===== src/rtl/core/lpcc_pkg.sv =====
// Shared types and constants for the record payload CRC checker.
package lpcc_pkg;

    // Width of the length counters; lengths and length registers are taken in these low bits
    localparam int LENGTH_BITS = 20;

    localparam int TYPE_W     = 16;
    localparam int LEN_FIELD_W = 20;
    localparam int CRC_W      = 32;
    localparam int BYTE_W     = 8;

    localparam logic [CRC_W-1:0] CRC_ONES = '1;
    localparam logic [CRC_W-1:0] CRC_POLY = 32'hEDB8_8320;

    // Configuration port
    localparam int CFG_INDEX_W = 2;
    localparam int CFG_DATA_W  = 20;
    localparam logic [CFG_INDEX_W-1:0] CFG_INODE_TYPE     = 2'd0;
    localparam logic [CFG_INDEX_W-1:0] CFG_INODE_REQ_LEN  = 2'd1;
    localparam logic [CFG_INDEX_W-1:0] CFG_INODE_COV_LEN  = 2'd2;

    localparam logic [TYPE_W-1:0]      INODE_TYPE_RESET = 16'd1;
    localparam logic [LENGTH_BITS-1:0] INODE_REQ_RESET  = LENGTH_BITS'(128);
    localparam logic [LENGTH_BITS-1:0] INODE_COV_RESET  = LENGTH_BITS'(128);

    // Command queue between front and back
    localparam int QUEUE_DEPTH = 4;
    localparam int QPTR_W      = $clog2(QUEUE_DEPTH);
    localparam int QCNT_W      = QPTR_W + 1;

    typedef enum logic {
        OP_HEADER = 1'b0,
        OP_DATA   = 1'b1
    } op_t;

    typedef enum logic [1:0] {
        VERDICT_MATCH      = 2'd0,
        VERDICT_MISMATCH   = 2'd1,
        VERDICT_LENGTH_BAD = 2'd2
    } verdict_t;

    typedef enum logic {
        CMD_EMPTY = 1'b0,   // header with empty payload: report at once
        CMD_BYTE  = 1'b1    // one payload byte of an open record
    } cmd_kind_t;

    typedef struct packed {
        op_t                    op;
        logic [TYPE_W-1:0]      record_type;
        logic [LEN_FIELD_W-1:0] payload_length;
        logic [CRC_W-1:0]       expected_crc;
        logic [BYTE_W-1:0]      payload_byte;
    } in_item_t;

    typedef struct packed {
        logic     crc_matches;
        verdict_t verdict;
    } result_t;

    typedef struct packed {
        cmd_kind_t         kind;
        logic              first;       // restart the CRC before this byte
        logic              update;      // byte is covered by the CRC
        logic              last;        // report after this byte
        logic              length_bad;
        logic [BYTE_W-1:0] data;
        logic [CRC_W-1:0]  expected;
    } cmd_t;

    typedef struct packed {
        logic push;
        logic full;
    } q_wr_t;

endpackage


===== src/rtl/core/leaf_payload_crc_check.sv =====
// Top level of the record payload CRC checker: front end, command queue and CRC back end.
//
//   Channel   Ports                        Direction  Carries
//   s_        s_valid s_ready s_data       in         headers and payload bytes
//   m_        m_valid m_ready m_data       out        one verdict per record
//   cfg_      cfg_we cfg_index cfg_wdata   in         inode type and length settings
//
// One request per cycle is accepted while the command queue has room; the CRC unit does
// a full bytewise CRC-32 update per cycle, but holds a record's last byte while a verdict waits on m_.
// A verdict appears on m_ the cycle after its command leaves the queue (empty-payload
// header or last payload byte).
// Reset is synchronous on aresetn low; configuration returns to type 1, lengths 128.
// A stalled m_ side fills the four-entry queue, then s_ready drops.
module leaf_payload_crc_check (
    input  logic                                aclk,
    input  logic                                aresetn,
    input  logic                                cfg_we,
    input  logic [lpcc_pkg::CFG_INDEX_W-1:0]    cfg_index,
    input  logic [lpcc_pkg::CFG_DATA_W-1:0]     cfg_wdata,
    input  logic                                s_valid,
    output logic                                s_ready,
    input  lpcc_pkg::in_item_t                  s_data,
    output logic                                m_valid,
    input  logic                                m_ready,
    output lpcc_pkg::result_t                   m_data
);

    lpcc_pkg::q_wr_t q_wr;
    lpcc_pkg::cmd_t  q_cmd;
    lpcc_pkg::cmd_t  q_head;
    logic            q_full;
    logic            q_empty;
    logic            q_pop;

    // Classify requests and keep per-record length bookkeeping
    lpcc_front u_front (
        .aclk      (aclk),
        .aresetn   (aresetn),
        .cfg_we    (cfg_we),
        .cfg_index (cfg_index),
        .cfg_wdata (cfg_wdata),
        .s_valid   (s_valid),
        .s_ready   (s_ready),
        .s_data    (s_data),
        .q_wr      (q_wr),
        .q_cmd     (q_cmd),
        .q_full    (q_full)
    );

    // Hold commands so either side can stall on its own
    lpcc_cmd_queue u_queue (
        .aclk      (aclk),
        .aresetn   (aresetn),
        .push      (q_wr.push),
        .push_data (q_cmd),
        .full      (q_full),
        .pop       (q_pop),
        .empty     (q_empty),
        .head      (q_head)
    );

    // Advance the CRC and register verdicts
    lpcc_back u_back (
        .aclk    (aclk),
        .aresetn (aresetn),
        .q_empty (q_empty),
        .q_head  (q_head),
        .q_pop   (q_pop),
        .m_valid (m_valid),
        .m_ready (m_ready),
        .m_data  (m_data)
    );

endmodule


===== src/rtl/core/lpcc_cmd_queue.sv =====
// Short command queue that decouples the record front end from the CRC back end.
module lpcc_cmd_queue (
    input  logic              aclk,
    input  logic              aresetn,
    input  logic              push,
    input  lpcc_pkg::cmd_t    push_data,
    output logic              full,
    input  logic              pop,
    output logic              empty,
    output lpcc_pkg::cmd_t    head
);

    lpcc_pkg::cmd_t                      entry_reg [lpcc_pkg::QUEUE_DEPTH];
    logic [lpcc_pkg::QPTR_W-1:0]         wr_ptr_reg, wr_ptr_next;
    logic [lpcc_pkg::QPTR_W-1:0]         rd_ptr_reg, rd_ptr_next;
    logic [lpcc_pkg::QCNT_W-1:0]         count_reg, count_next;

    assign full  = (count_reg == lpcc_pkg::QCNT_W'(lpcc_pkg::QUEUE_DEPTH));
    assign empty = (count_reg == '0);
    assign head  = entry_reg[rd_ptr_reg];

    always_comb begin
        wr_ptr_next = push ? wr_ptr_reg + 1'b1 : wr_ptr_reg;
        rd_ptr_next = pop  ? rd_ptr_reg + 1'b1 : rd_ptr_reg;
        count_next  = count_reg;
        if (push && !pop) begin
            count_next = count_reg + 1'b1;
        end else if (pop && !push) begin
            count_next = count_reg - 1'b1;
        end
    end

    always_ff @(posedge aclk) begin
        if (!aresetn) begin
            wr_ptr_reg <= '0;
            rd_ptr_reg <= '0;
            count_reg  <= '0;
        end else begin
            wr_ptr_reg <= wr_ptr_next;
            rd_ptr_reg <= rd_ptr_next;
            count_reg  <= count_next;
        end
    end

    always_ff @(posedge aclk) begin
        if (push) begin
            entry_reg[wr_ptr_reg] <= push_data;
        end
    end

`ifndef NO_ASSERTIONS
    a_no_push_full: assert property (@(posedge aclk) disable iff (!aresetn)
        push |-> !full)
        else $error("command pushed into a full queue");
    a_no_pop_empty: assert property (@(posedge aclk) disable iff (!aresetn)
        pop |-> !empty)
        else $error("command popped from an empty queue");
    a_count_bound: assert property (@(posedge aclk) disable iff (!aresetn)
        count_reg <= lpcc_pkg::QCNT_W'(lpcc_pkg::QUEUE_DEPTH))
        else $error("queue fill count out of range");
`endif

endmodule


===== src/rtl/core/lpcc_front.sv =====
// Front end: accepts requests, tracks record lengths and issues CRC commands.
module lpcc_front (
    input  logic                                aclk,
    input  logic                                aresetn,
    input  logic                                cfg_we,
    input  logic [lpcc_pkg::CFG_INDEX_W-1:0]    cfg_index,
    input  logic [lpcc_pkg::CFG_DATA_W-1:0]     cfg_wdata,
    input  logic                                s_valid,
    output logic                                s_ready,
    input  lpcc_pkg::in_item_t                  s_data,
    output lpcc_pkg::q_wr_t                     q_wr,
    output lpcc_pkg::cmd_t                      q_cmd,
    input  logic                                q_full
);

    logic [lpcc_pkg::TYPE_W-1:0]      inode_type_reg;
    logic [lpcc_pkg::LENGTH_BITS-1:0] req_len_reg;
    logic [lpcc_pkg::LENGTH_BITS-1:0] cov_len_reg;

    logic [lpcc_pkg::LENGTH_BITS-1:0] bytes_left_reg, bytes_left_next;
    logic [lpcc_pkg::LENGTH_BITS-1:0] cov_left_reg, cov_left_next;
    logic [lpcc_pkg::CRC_W-1:0]       expected_reg, expected_next;
    logic                             length_bad_reg, length_bad_next;
    logic                             open_reg, open_next;
    logic                             first_reg, first_next;

    logic                             accept;
    logic [lpcc_pkg::LENGTH_BITS-1:0] hdr_len;
    logic                             is_inode;
    logic [lpcc_pkg::LENGTH_BITS-1:0] cov_clip;

    assign s_ready   = !q_full;
    assign accept    = s_valid && s_ready;
    assign hdr_len   = lpcc_pkg::LENGTH_BITS'(s_data.payload_length);
    assign is_inode  = (s_data.record_type == inode_type_reg);
    assign cov_clip  = (cov_len_reg < hdr_len) ? cov_len_reg : hdr_len;

    always_comb begin
        bytes_left_next = bytes_left_reg;
        cov_left_next   = cov_left_reg;
        expected_next   = expected_reg;
        length_bad_next = length_bad_reg;
        open_next       = open_reg;
        first_next      = first_reg;
        q_wr.full       = q_full;
        q_wr.push       = 1'b0;
        q_cmd.kind      = lpcc_pkg::CMD_BYTE;
        q_cmd.first     = first_reg;
        q_cmd.update    = (cov_left_reg != '0);
        q_cmd.last      = (bytes_left_reg == lpcc_pkg::LENGTH_BITS'(1));
        q_cmd.length_bad = length_bad_reg;
        q_cmd.data      = s_data.payload_byte;
        q_cmd.expected  = expected_reg;
        if (accept) begin
            if (s_data.op == lpcc_pkg::OP_HEADER) begin
                // Open a new record; any open one is dropped silently
                expected_next = s_data.expected_crc;
                if (hdr_len == '0) begin
                    open_next       = 1'b0;
                    bytes_left_next = '0;
                    cov_left_next   = '0;
                    length_bad_next = 1'b0;
                    q_wr.push       = 1'b1;
                    q_cmd.kind      = lpcc_pkg::CMD_EMPTY;
                    q_cmd.expected  = s_data.expected_crc;
                end else begin
                    open_next       = 1'b1;
                    first_next      = 1'b1;
                    bytes_left_next = hdr_len;
                    length_bad_next = is_inode && (hdr_len != req_len_reg);
                    cov_left_next   = is_inode ? cov_clip : hdr_len;
                end
            end else if (open_reg) begin
                q_wr.push       = 1'b1;
                first_next      = 1'b0;
                bytes_left_next = bytes_left_reg - 1'b1;
                if (cov_left_reg != '0) begin
                    cov_left_next = cov_left_reg - 1'b1;
                end
                if (bytes_left_reg == lpcc_pkg::LENGTH_BITS'(1)) begin
                    open_next = 1'b0;
                end
            end
        end
    end

    always_ff @(posedge aclk) begin
        if (!aresetn) begin
            inode_type_reg <= lpcc_pkg::INODE_TYPE_RESET;
            req_len_reg    <= lpcc_pkg::INODE_REQ_RESET;
            cov_len_reg    <= lpcc_pkg::INODE_COV_RESET;
        end else if (cfg_we) begin
            unique case (cfg_index)
                lpcc_pkg::CFG_INODE_TYPE: begin
                    inode_type_reg <= lpcc_pkg::TYPE_W'(cfg_wdata);
                end
                lpcc_pkg::CFG_INODE_REQ_LEN: begin
                    req_len_reg <= lpcc_pkg::LENGTH_BITS'(cfg_wdata);
                end
                lpcc_pkg::CFG_INODE_COV_LEN: begin
                    cov_len_reg <= lpcc_pkg::LENGTH_BITS'(cfg_wdata);
                end
                default: begin
                end
            endcase
        end
    end

    always_ff @(posedge aclk) begin
        if (!aresetn) begin
            bytes_left_reg <= '0;
            cov_left_reg   <= '0;
            expected_reg   <= '0;
            length_bad_reg <= 1'b0;
            open_reg       <= 1'b0;
            first_reg      <= 1'b0;
        end else begin
            bytes_left_reg <= bytes_left_next;
            cov_left_reg   <= cov_left_next;
            expected_reg   <= expected_next;
            length_bad_reg <= length_bad_next;
            open_reg       <= open_next;
            first_reg      <= first_next;
        end
    end

endmodule


===== src/rtl/core/lpcc_back.sv =====
// Back end: runs the bytewise CRC-32 and holds the verdict for the result channel.
module lpcc_back (
    input  logic                 aclk,
    input  logic                 aresetn,
    input  logic                 q_empty,
    input  lpcc_pkg::cmd_t       q_head,
    output logic                 q_pop,
    output logic                 m_valid,
    input  logic                 m_ready,
    output lpcc_pkg::result_t    m_data
);

    logic [lpcc_pkg::CRC_W-1:0] crc_reg, crc_next;
    logic                       m_valid_reg, m_valid_next;
    lpcc_pkg::result_t          m_data_reg, m_data_next;

    logic                       emits;
    logic                       out_free;
    logic [lpcc_pkg::CRC_W-1:0] crc_base;

    // Reflected CRC-32 over one byte, one polynomial step per bit
    function automatic logic [lpcc_pkg::CRC_W-1:0] crc_byte(
        input logic [lpcc_pkg::CRC_W-1:0]  crc_in,
        input logic [lpcc_pkg::BYTE_W-1:0] data
    );
        logic [lpcc_pkg::CRC_W-1:0] c;
        c = crc_in ^ lpcc_pkg::CRC_W'(data);
        for (int k = 0; k < lpcc_pkg::BYTE_W; k++) begin
            c = c[0] ? ((c >> 1) ^ lpcc_pkg::CRC_POLY) : (c >> 1);
        end
        return c;
    endfunction

    assign emits    = (q_head.kind == lpcc_pkg::CMD_EMPTY) || q_head.last;
    assign out_free = !m_valid_reg || m_ready;
    assign q_pop    = !q_empty && (!emits || out_free);
    assign crc_base = q_head.first ? lpcc_pkg::CRC_ONES : crc_reg;
    assign m_valid  = m_valid_reg;
    assign m_data   = m_data_reg;

    always_comb begin
        crc_next     = crc_reg;
        m_data_next  = m_data_reg;
        m_valid_next = m_valid_reg && !m_ready;
        if (q_pop) begin
            if (q_head.kind == lpcc_pkg::CMD_EMPTY) begin
                // Empty payload checks against a CRC of zero
                m_valid_next = 1'b1;
                if (q_head.expected == '0) begin
                    m_data_next.crc_matches = 1'b1;
                    m_data_next.verdict     = lpcc_pkg::VERDICT_MATCH;
                end else begin
                    m_data_next.crc_matches = 1'b0;
                    m_data_next.verdict     = lpcc_pkg::VERDICT_MISMATCH;
                end
            end else begin
                crc_next = q_head.update ? crc_byte(crc_base, q_head.data) : crc_base;
                if (q_head.last) begin
                    m_valid_next = 1'b1;
                    if (q_head.length_bad) begin
                        m_data_next.crc_matches = 1'b0;
                        m_data_next.verdict     = lpcc_pkg::VERDICT_LENGTH_BAD;
                    end else if ((crc_next ^ lpcc_pkg::CRC_ONES) == q_head.expected) begin
                        m_data_next.crc_matches = 1'b1;
                        m_data_next.verdict     = lpcc_pkg::VERDICT_MATCH;
                    end else begin
                        m_data_next.crc_matches = 1'b0;
                        m_data_next.verdict     = lpcc_pkg::VERDICT_MISMATCH;
                    end
                end
            end
        end
    end

    always_ff @(posedge aclk) begin
        if (!aresetn) begin
            crc_reg     <= lpcc_pkg::CRC_ONES;
            m_valid_reg <= 1'b0;
        end else begin
            crc_reg     <= crc_next;
            m_valid_reg <= m_valid_next;
        end
    end

    always_ff @(posedge aclk) begin
        m_data_reg <= m_data_next;
    end

`ifndef NO_ASSERTIONS
    a_verdict_flag: assert property (@(posedge aclk) disable iff (!aresetn)
        m_valid_reg |-> (m_data_reg.crc_matches == (m_data_reg.verdict == lpcc_pkg::VERDICT_MATCH)))
        else $error("match flag disagrees with verdict");
`endif

endmodule


===== config.mk =====
export PLATFORM = sky130hd
export DESIGN_NAME = leaf_payload_crc_check
export DESIGN_NICKNAME = d
export VERILOG_FILES = /design/src/rtl/core/lpcc_pkg.sv /design/src/rtl/core/leaf_payload_crc_check.sv /design/src/rtl/core/lpcc_cmd_queue.sv /design/src/rtl/core/lpcc_front.sv /design/src/rtl/core/lpcc_back.sv
export SDC_FILE = /design/constraint.sdc
export NUM_CORES = 1
export LEC_CHECK = 0
export BUFFER_PORTS_ARGS = -buffer_cell sky130_fd_sc_hd__clkbuf_2
export CAP_MARGIN = 20
export CORE_ASPECT_RATIO = 1.2
export CORE_MARGIN = 2
export CORE_UTILIZATION = 55
export CTS_BUF_LIST = sky130_fd_sc_hd__clkbuf_4
export CTS_CLUSTER_SIZE = 8
export DETAILED_ROUTE_END_ITERATION = 10
export PLACE_DENSITY = 0.72
export SYNTH_ARGS = -nofsm -noshare
export SYNTH_HDL_FRONTEND = slang
export SYNTH_SLANG_ARGS = --single-unit

===== constraint.sdc =====
create_clock -name aclk -period 3.6 [get_ports aclk]
set_input_delay 0.72 -clock aclk [delete_from_list [all_inputs] [get_ports aclk]]
set_output_delay 0.72 -clock aclk [all_outputs]
set_load 0.005 [all_outputs]

# Yosys cells after proc, flatten, opt, wreduce, memory -nomap -nowiden
# Memories as Yosys holds them, arrays and structs flattened. A register that Yosys moved wholly into a read port is not among the register bits.
# Cells that the tools add are included.
[totals] reg_bits=174 mem_bits_rw=180 inputBits=104 out_inout_bits=5 elab_cells=128 mem_count=1
[classes] add_sub_neg=6 magnitude_cmp=1 eq_ne=11 mux=50 n_bitwise=12 reduce_logical=31
[memory_table] memory="u_queue.entry_reg" depth=4 width=45 read_ports=1 rd_ports_with_merged_regs=1 wr=1 line="lpcc_cmd_queue.sv:13" rtl="lpcc_pkg::cmd_t entry_reg [lpcc_pkg::QUEUE_DEPTH];"
[ops] operator="$mux W32" count=13
[ops] operator="$mux W20" count=9
[ops] operator="$not A13 Y14" count=8
[ops] operator="$sub A20 B1 Y20 const B" count=2
[ops] operator="$eq A32 B32 Y1" count=1
[ops] operator="$logic_not A32 Y1" count=1
[ops] operator="$not A32 Y32" count=1
[ops] operator="$xor A32 B8 Y32" count=1
[ops] operator="$mux W3" count=7
[ops] operator="$eq A20 B1 Y1 const B" count=1
[ops] operator="$logic_not A20 Y1" count=1
[ops] operator="$lt A20 B20 Y1" count=1
[ops] operator="$ne A20 B20 Y1" count=1
[ops] operator="$reduce_bool A20 Y1" count=1
[ops] operator="$mux W1" count=19
[ops] operator="$eq A16 B16 Y1" count=1
[ops] operator="$reduce_and A2 Y1" count=7
[ops] operator="$logic_not A1 Y1" count=7
[ops] operator="$logic_and A1 B1 Y1" count=6
[ops] operator="$reduce_and A3 Y1" count=2
[ops] operator="$add A2 B1 Y2 const B" count=2
[ops] operator="$mux W2" count=2
[ops] operator="$ne A2 B1 Y1 const B" count=2
[ops] operator="$ne A2 B2 Y1 const B" count=2
[ops] operator="10 further kinds" count=13

# Logic depth before layout (Yosys ltp)
[depth] word_depth=25 depth_mapped=15

# Hierarchy
# Synthesis repeated with hierarchy kept, for this count alone.
[unflattened] hier_cells=1793 hier_area_um2=19067.0
[modules_own_cells] mod="lpcc_front" n_inst=1 cells_each=954 area_per_inst_um2=7417.1
[modules_own_cells] mod="lpcc_cmd_queue" n_inst=1 cells_each=278 area_per_inst_um2=6999.2
[modules_own_cells] mod="lpcc_back" n_inst=1 cells_each=561 area_per_inst_um2=4650.7

# Least setup slack after synthesis
# Ideal clock, no wire load.
[synth_path] path_kind="register to register" start="reg (tool-made name)" end="reg u_back.m_data_reg (netlist bit u_back.m_data[0]), data pin" setup_time_ns=0.255 arrival_time_ns=3.619 required_time_ns=3.345 slack_ns=-0.274 stages_incl_launch_ff=12 path_buffers=1 period_less_slack_ns=3.874 path_cell_list="dfxtp_1 -> buf_6 -> mux4_2 -> xor2_4 -> xor2_4 -> xnor3_2 -> xnor2_2 -> o221a_1 -> or4_1 -> nor4b_2 -> nand4_1 -> and3_1"
[synth_rtl] item="to (signal assigned)" line="lpcc_back.sv:86" rtl="m_data_reg <= m_data_next;"
[synth_rtl] item="to (decl)" line="lpcc_back.sv:15" rtl="lpcc_pkg::result_t m_data_reg, m_data_next;"

==> impl_metrics.ini <==
[clocking]
clk_latency_ns = 0.76
cts_max_level = 3
cts.clk_slew.worst_paths_ns = 0.07
cts_sinks = 356
cts_made_buffers = 91
cts_root_buffer = clkbuf_4
tritoncts = done
cts.path.max_buffers = 3

[power_and_ir_drop]
total_power_mw = 19.62
power_density_nw_per_um2 = 895.6
p_leak_nw = 8.394
vdd_drop_max_uv = 505.3

[timing]
setup_viol = 0
holdWs_ns = 0.2191
hold_viol = 0
period_share_pct = 99.64
setup_tns_ns = 0
drv_slew = 0
fin_crit_ns = 3.587
max_slew.worst_pin.slew_ns = 0.9961
max_slew_margin_pct = 33.59
fmax_ghz = 0.2788
rsz0062_at_grt = yes
fin_worst_skew_ns = 0.05289
fin_ws_ns = 0.01299

[floorplan]
core-area_sq_um = 33060
initial_core_util_pct = 55.71
die_w_um = 171.1
dieArea_sq_um = 34980
io_pins = 109
rows = 73
die_h_um = 204.5

[worst_setup_path]
crit_required_ns = 4.10
crit_buf_inv = 1
cpMostUsedCell = xor2_4
reg2reg_depth = 11
cp_top_family = XOR/XNOR gates
crit_type = flip-flop to flip-flop
crit_fanout = 5
crit_cells = 11
path_cells = buf_6, mux4_2, xor2_4, xor2_4, xnor3_2, xnor2_2, o221a_1, or4_4, nor4b_4, nand4_1, and3_1
crit_path_max_incr_delay_ns = 0.57
worstPathArrival_ns = 4.09
end_kind = flip-flop
cp_slowest_cell = mux4_2
startpoint_type = flip-flop

[placement]
port_buffers = 108
gp_congestion = 0.9686
dp_cells = 2294
pre_cts_slack_ns = -0.1845
dp_hpwl_mm = 36.02

[drt]
drt_pass1_iterations = 5
top_layer = met5
wl_met3_mm = 3.431
drc = 0
drt_iter0_markers = 1070
vias = 14584
met1_length_mm = 19.30
ant_nets = 0
post_drt_wl_per_cell_um = 20.49
wl_met2_mm = 25.65
vias_per_cell = 5.864
totalWireLength_mm = 50.95

[global_route]
grt_max_degree = 65
grt_util_all_layers_pct = 28.99
antenna_found_initial = 6
grt_pass1_vias = 14432
grt_pass1_wl_mm = 77.76
gr-total-overflow = 0

[run_status]
outcome = finished, final reports clean

[finish]
drive_gt1_share_pct = 27.20
largest_reg_flops = 180
synthToLayoutAreaGrowth_pct = 18.92
nets = 2089
instances_no_fill = 2487

[yosys]
ys_ff_latch = 356
synth-seq-area-share_pct = 48.63
synth_top_flop_cell = edfxtp_1
synthTopCellsByArea = edfxtp_1 (30%), dfxtp_1 (19%), nand2_1 (5.3%)
ys_warn_count = 0
syn-num-nets = 1851
synthArstFlopShare_pct = 0
synth_top_area_cell = edfxtp_1
syn_area_per_cell_sq_um = 10.72
ys_types = 78
synth_edf_count = 183
netlist_instances = 1719
synth_top_area_share_pct = 29.83
syn-cell-area_sq_um = 18420

[hold_path]
hold_path_class = input pin to flip-flop
min_path_cells = 1

[run]
max-cap-violations = 0
==> routing by layer <==
layer / vias up / global-route usage (%)
li1: 6817 / -
met1: 7057 / 33.29
met2: 551 / 50.00
met3: 155 / 6.720
met4: 4 / 15.59
met5: - / 0
==> report_power, final <==
part / internal, mW / switching [mW]
clock network: 1.98 / 1.65
logic: 5.37 / 5.67
registers: 4.63 / 0.322
total: 12.0 / 7.64
==> cell usage after synthesis, types with 18 or more instances <==
cell type	instances
nor3_1	28
clkbuf_1	90
nor4_1	27
mux4_2	42
o21ai_0	64
o22ai_1	44
nand2_1	258
xnor2_1	110
edfxtp_1	183
xor2_1	33
inv_1	43
mux2_2	46
nor2b_1	18
ha_1	27
mux2i_1	29
a21boi_0	89
dfxtp_1	173
nand3_1	23
nor2_1	87
a21oi_1	51
==> per-stage QoR <==
step | instance area [sq um] | util [%]
floorplan | 18460 | -
global placement | 20190 | 61.06
detailed placement | 20190 | 61.06
CTS | 21620 | 65.39
global route | 21900 | 66.23
finish | 21910 | 66.25
==> final timing paths <==
kind / slack, ns / to / startpoint
hold / removal: 0.22 / u_queue.entry_reg[3][35] / s_data[3]
setup reg to reg: 0.01 / u_back.m_data[0] / flip-flop
setup / recovery: 0.01 / u_back.m_data[0] / flip-flop
hold reg to reg: 0.46 / u_front.expected_reg[11] / u_front.expected_reg[11]
==> area by class of cell <==
class / instances / area [sq um]
tap: 450 / 563.0
clock buffer: 138 / 1036
fill: 2626 / 11160
multi-input combinational: 1215 / 9189
inverter: 43 / 161.4
sequential: 356 / 8964
antenna: 4 / 10.01
timing repair buffer: 250 / 1769
clock inverter: 31 / 214.0
==> logic make-up (layout without fill, tap and decap cells) <==
logic type,after synthesis,in the layout,share of synthesized area (%)
compound gates,359,359,13.27
xor+xnor,166,166,9.496
fa+ha+maj,28,28,1.943
buf+inv,149,462,3.165
flops,356,356,48.63
mux,119,120,9.808
other cells,0,4,0
simple gates,542,542,13.69
==> cell usage in the layout, fill, tap and decap left out, types with 11 or more instances in the layout <==
cell type / netlist / layout
nand2_1: 258 / 258
edfxtp_1: 183 / 183
dfxtp_1: 173 / 171
clkbuf_4: 0 / 138
buf_4: 0 / 127
clkbuf_2: 0 / 107
xnor2_1: 110 / 100
a21boi_0: 89 / 89
nor2_1: 87 / 84
o21ai_0: 64 / 63
a21oi_1: 51 / 51
mux2_2: 46 / 46
mux4_2: 42 / 45
o22ai_1: 44 / 44
inv_1: 43 / 43
xor2_1: 33 / 31
mux2i_1: 29 / 29
ha_1: 27 / 27
nor4_1: 27 / 26
nor3_1: 28 / 26
nand3_1: 23 / 23
clkinv_1: 0 / 19
nor2b_1: 18 / 17
nand4_1: 16 / 16
or3_1: 15 / 15
and2_1: 11 / 11
nand2b_1: 11 / 11
o211ai_1: 11 / 11
==> repair_timing <==
item	4_1_cts	5_1_grt
setup buffers	9	10
gates cloned	0	2
gates resized for setup	17	30
pin swaps	6	13
hold endpoints to repair	0	0
endpoints found under the setup margin	2	2
hold buffers	0	0
No activity file was read; power rests on OpenSTA's default activity.
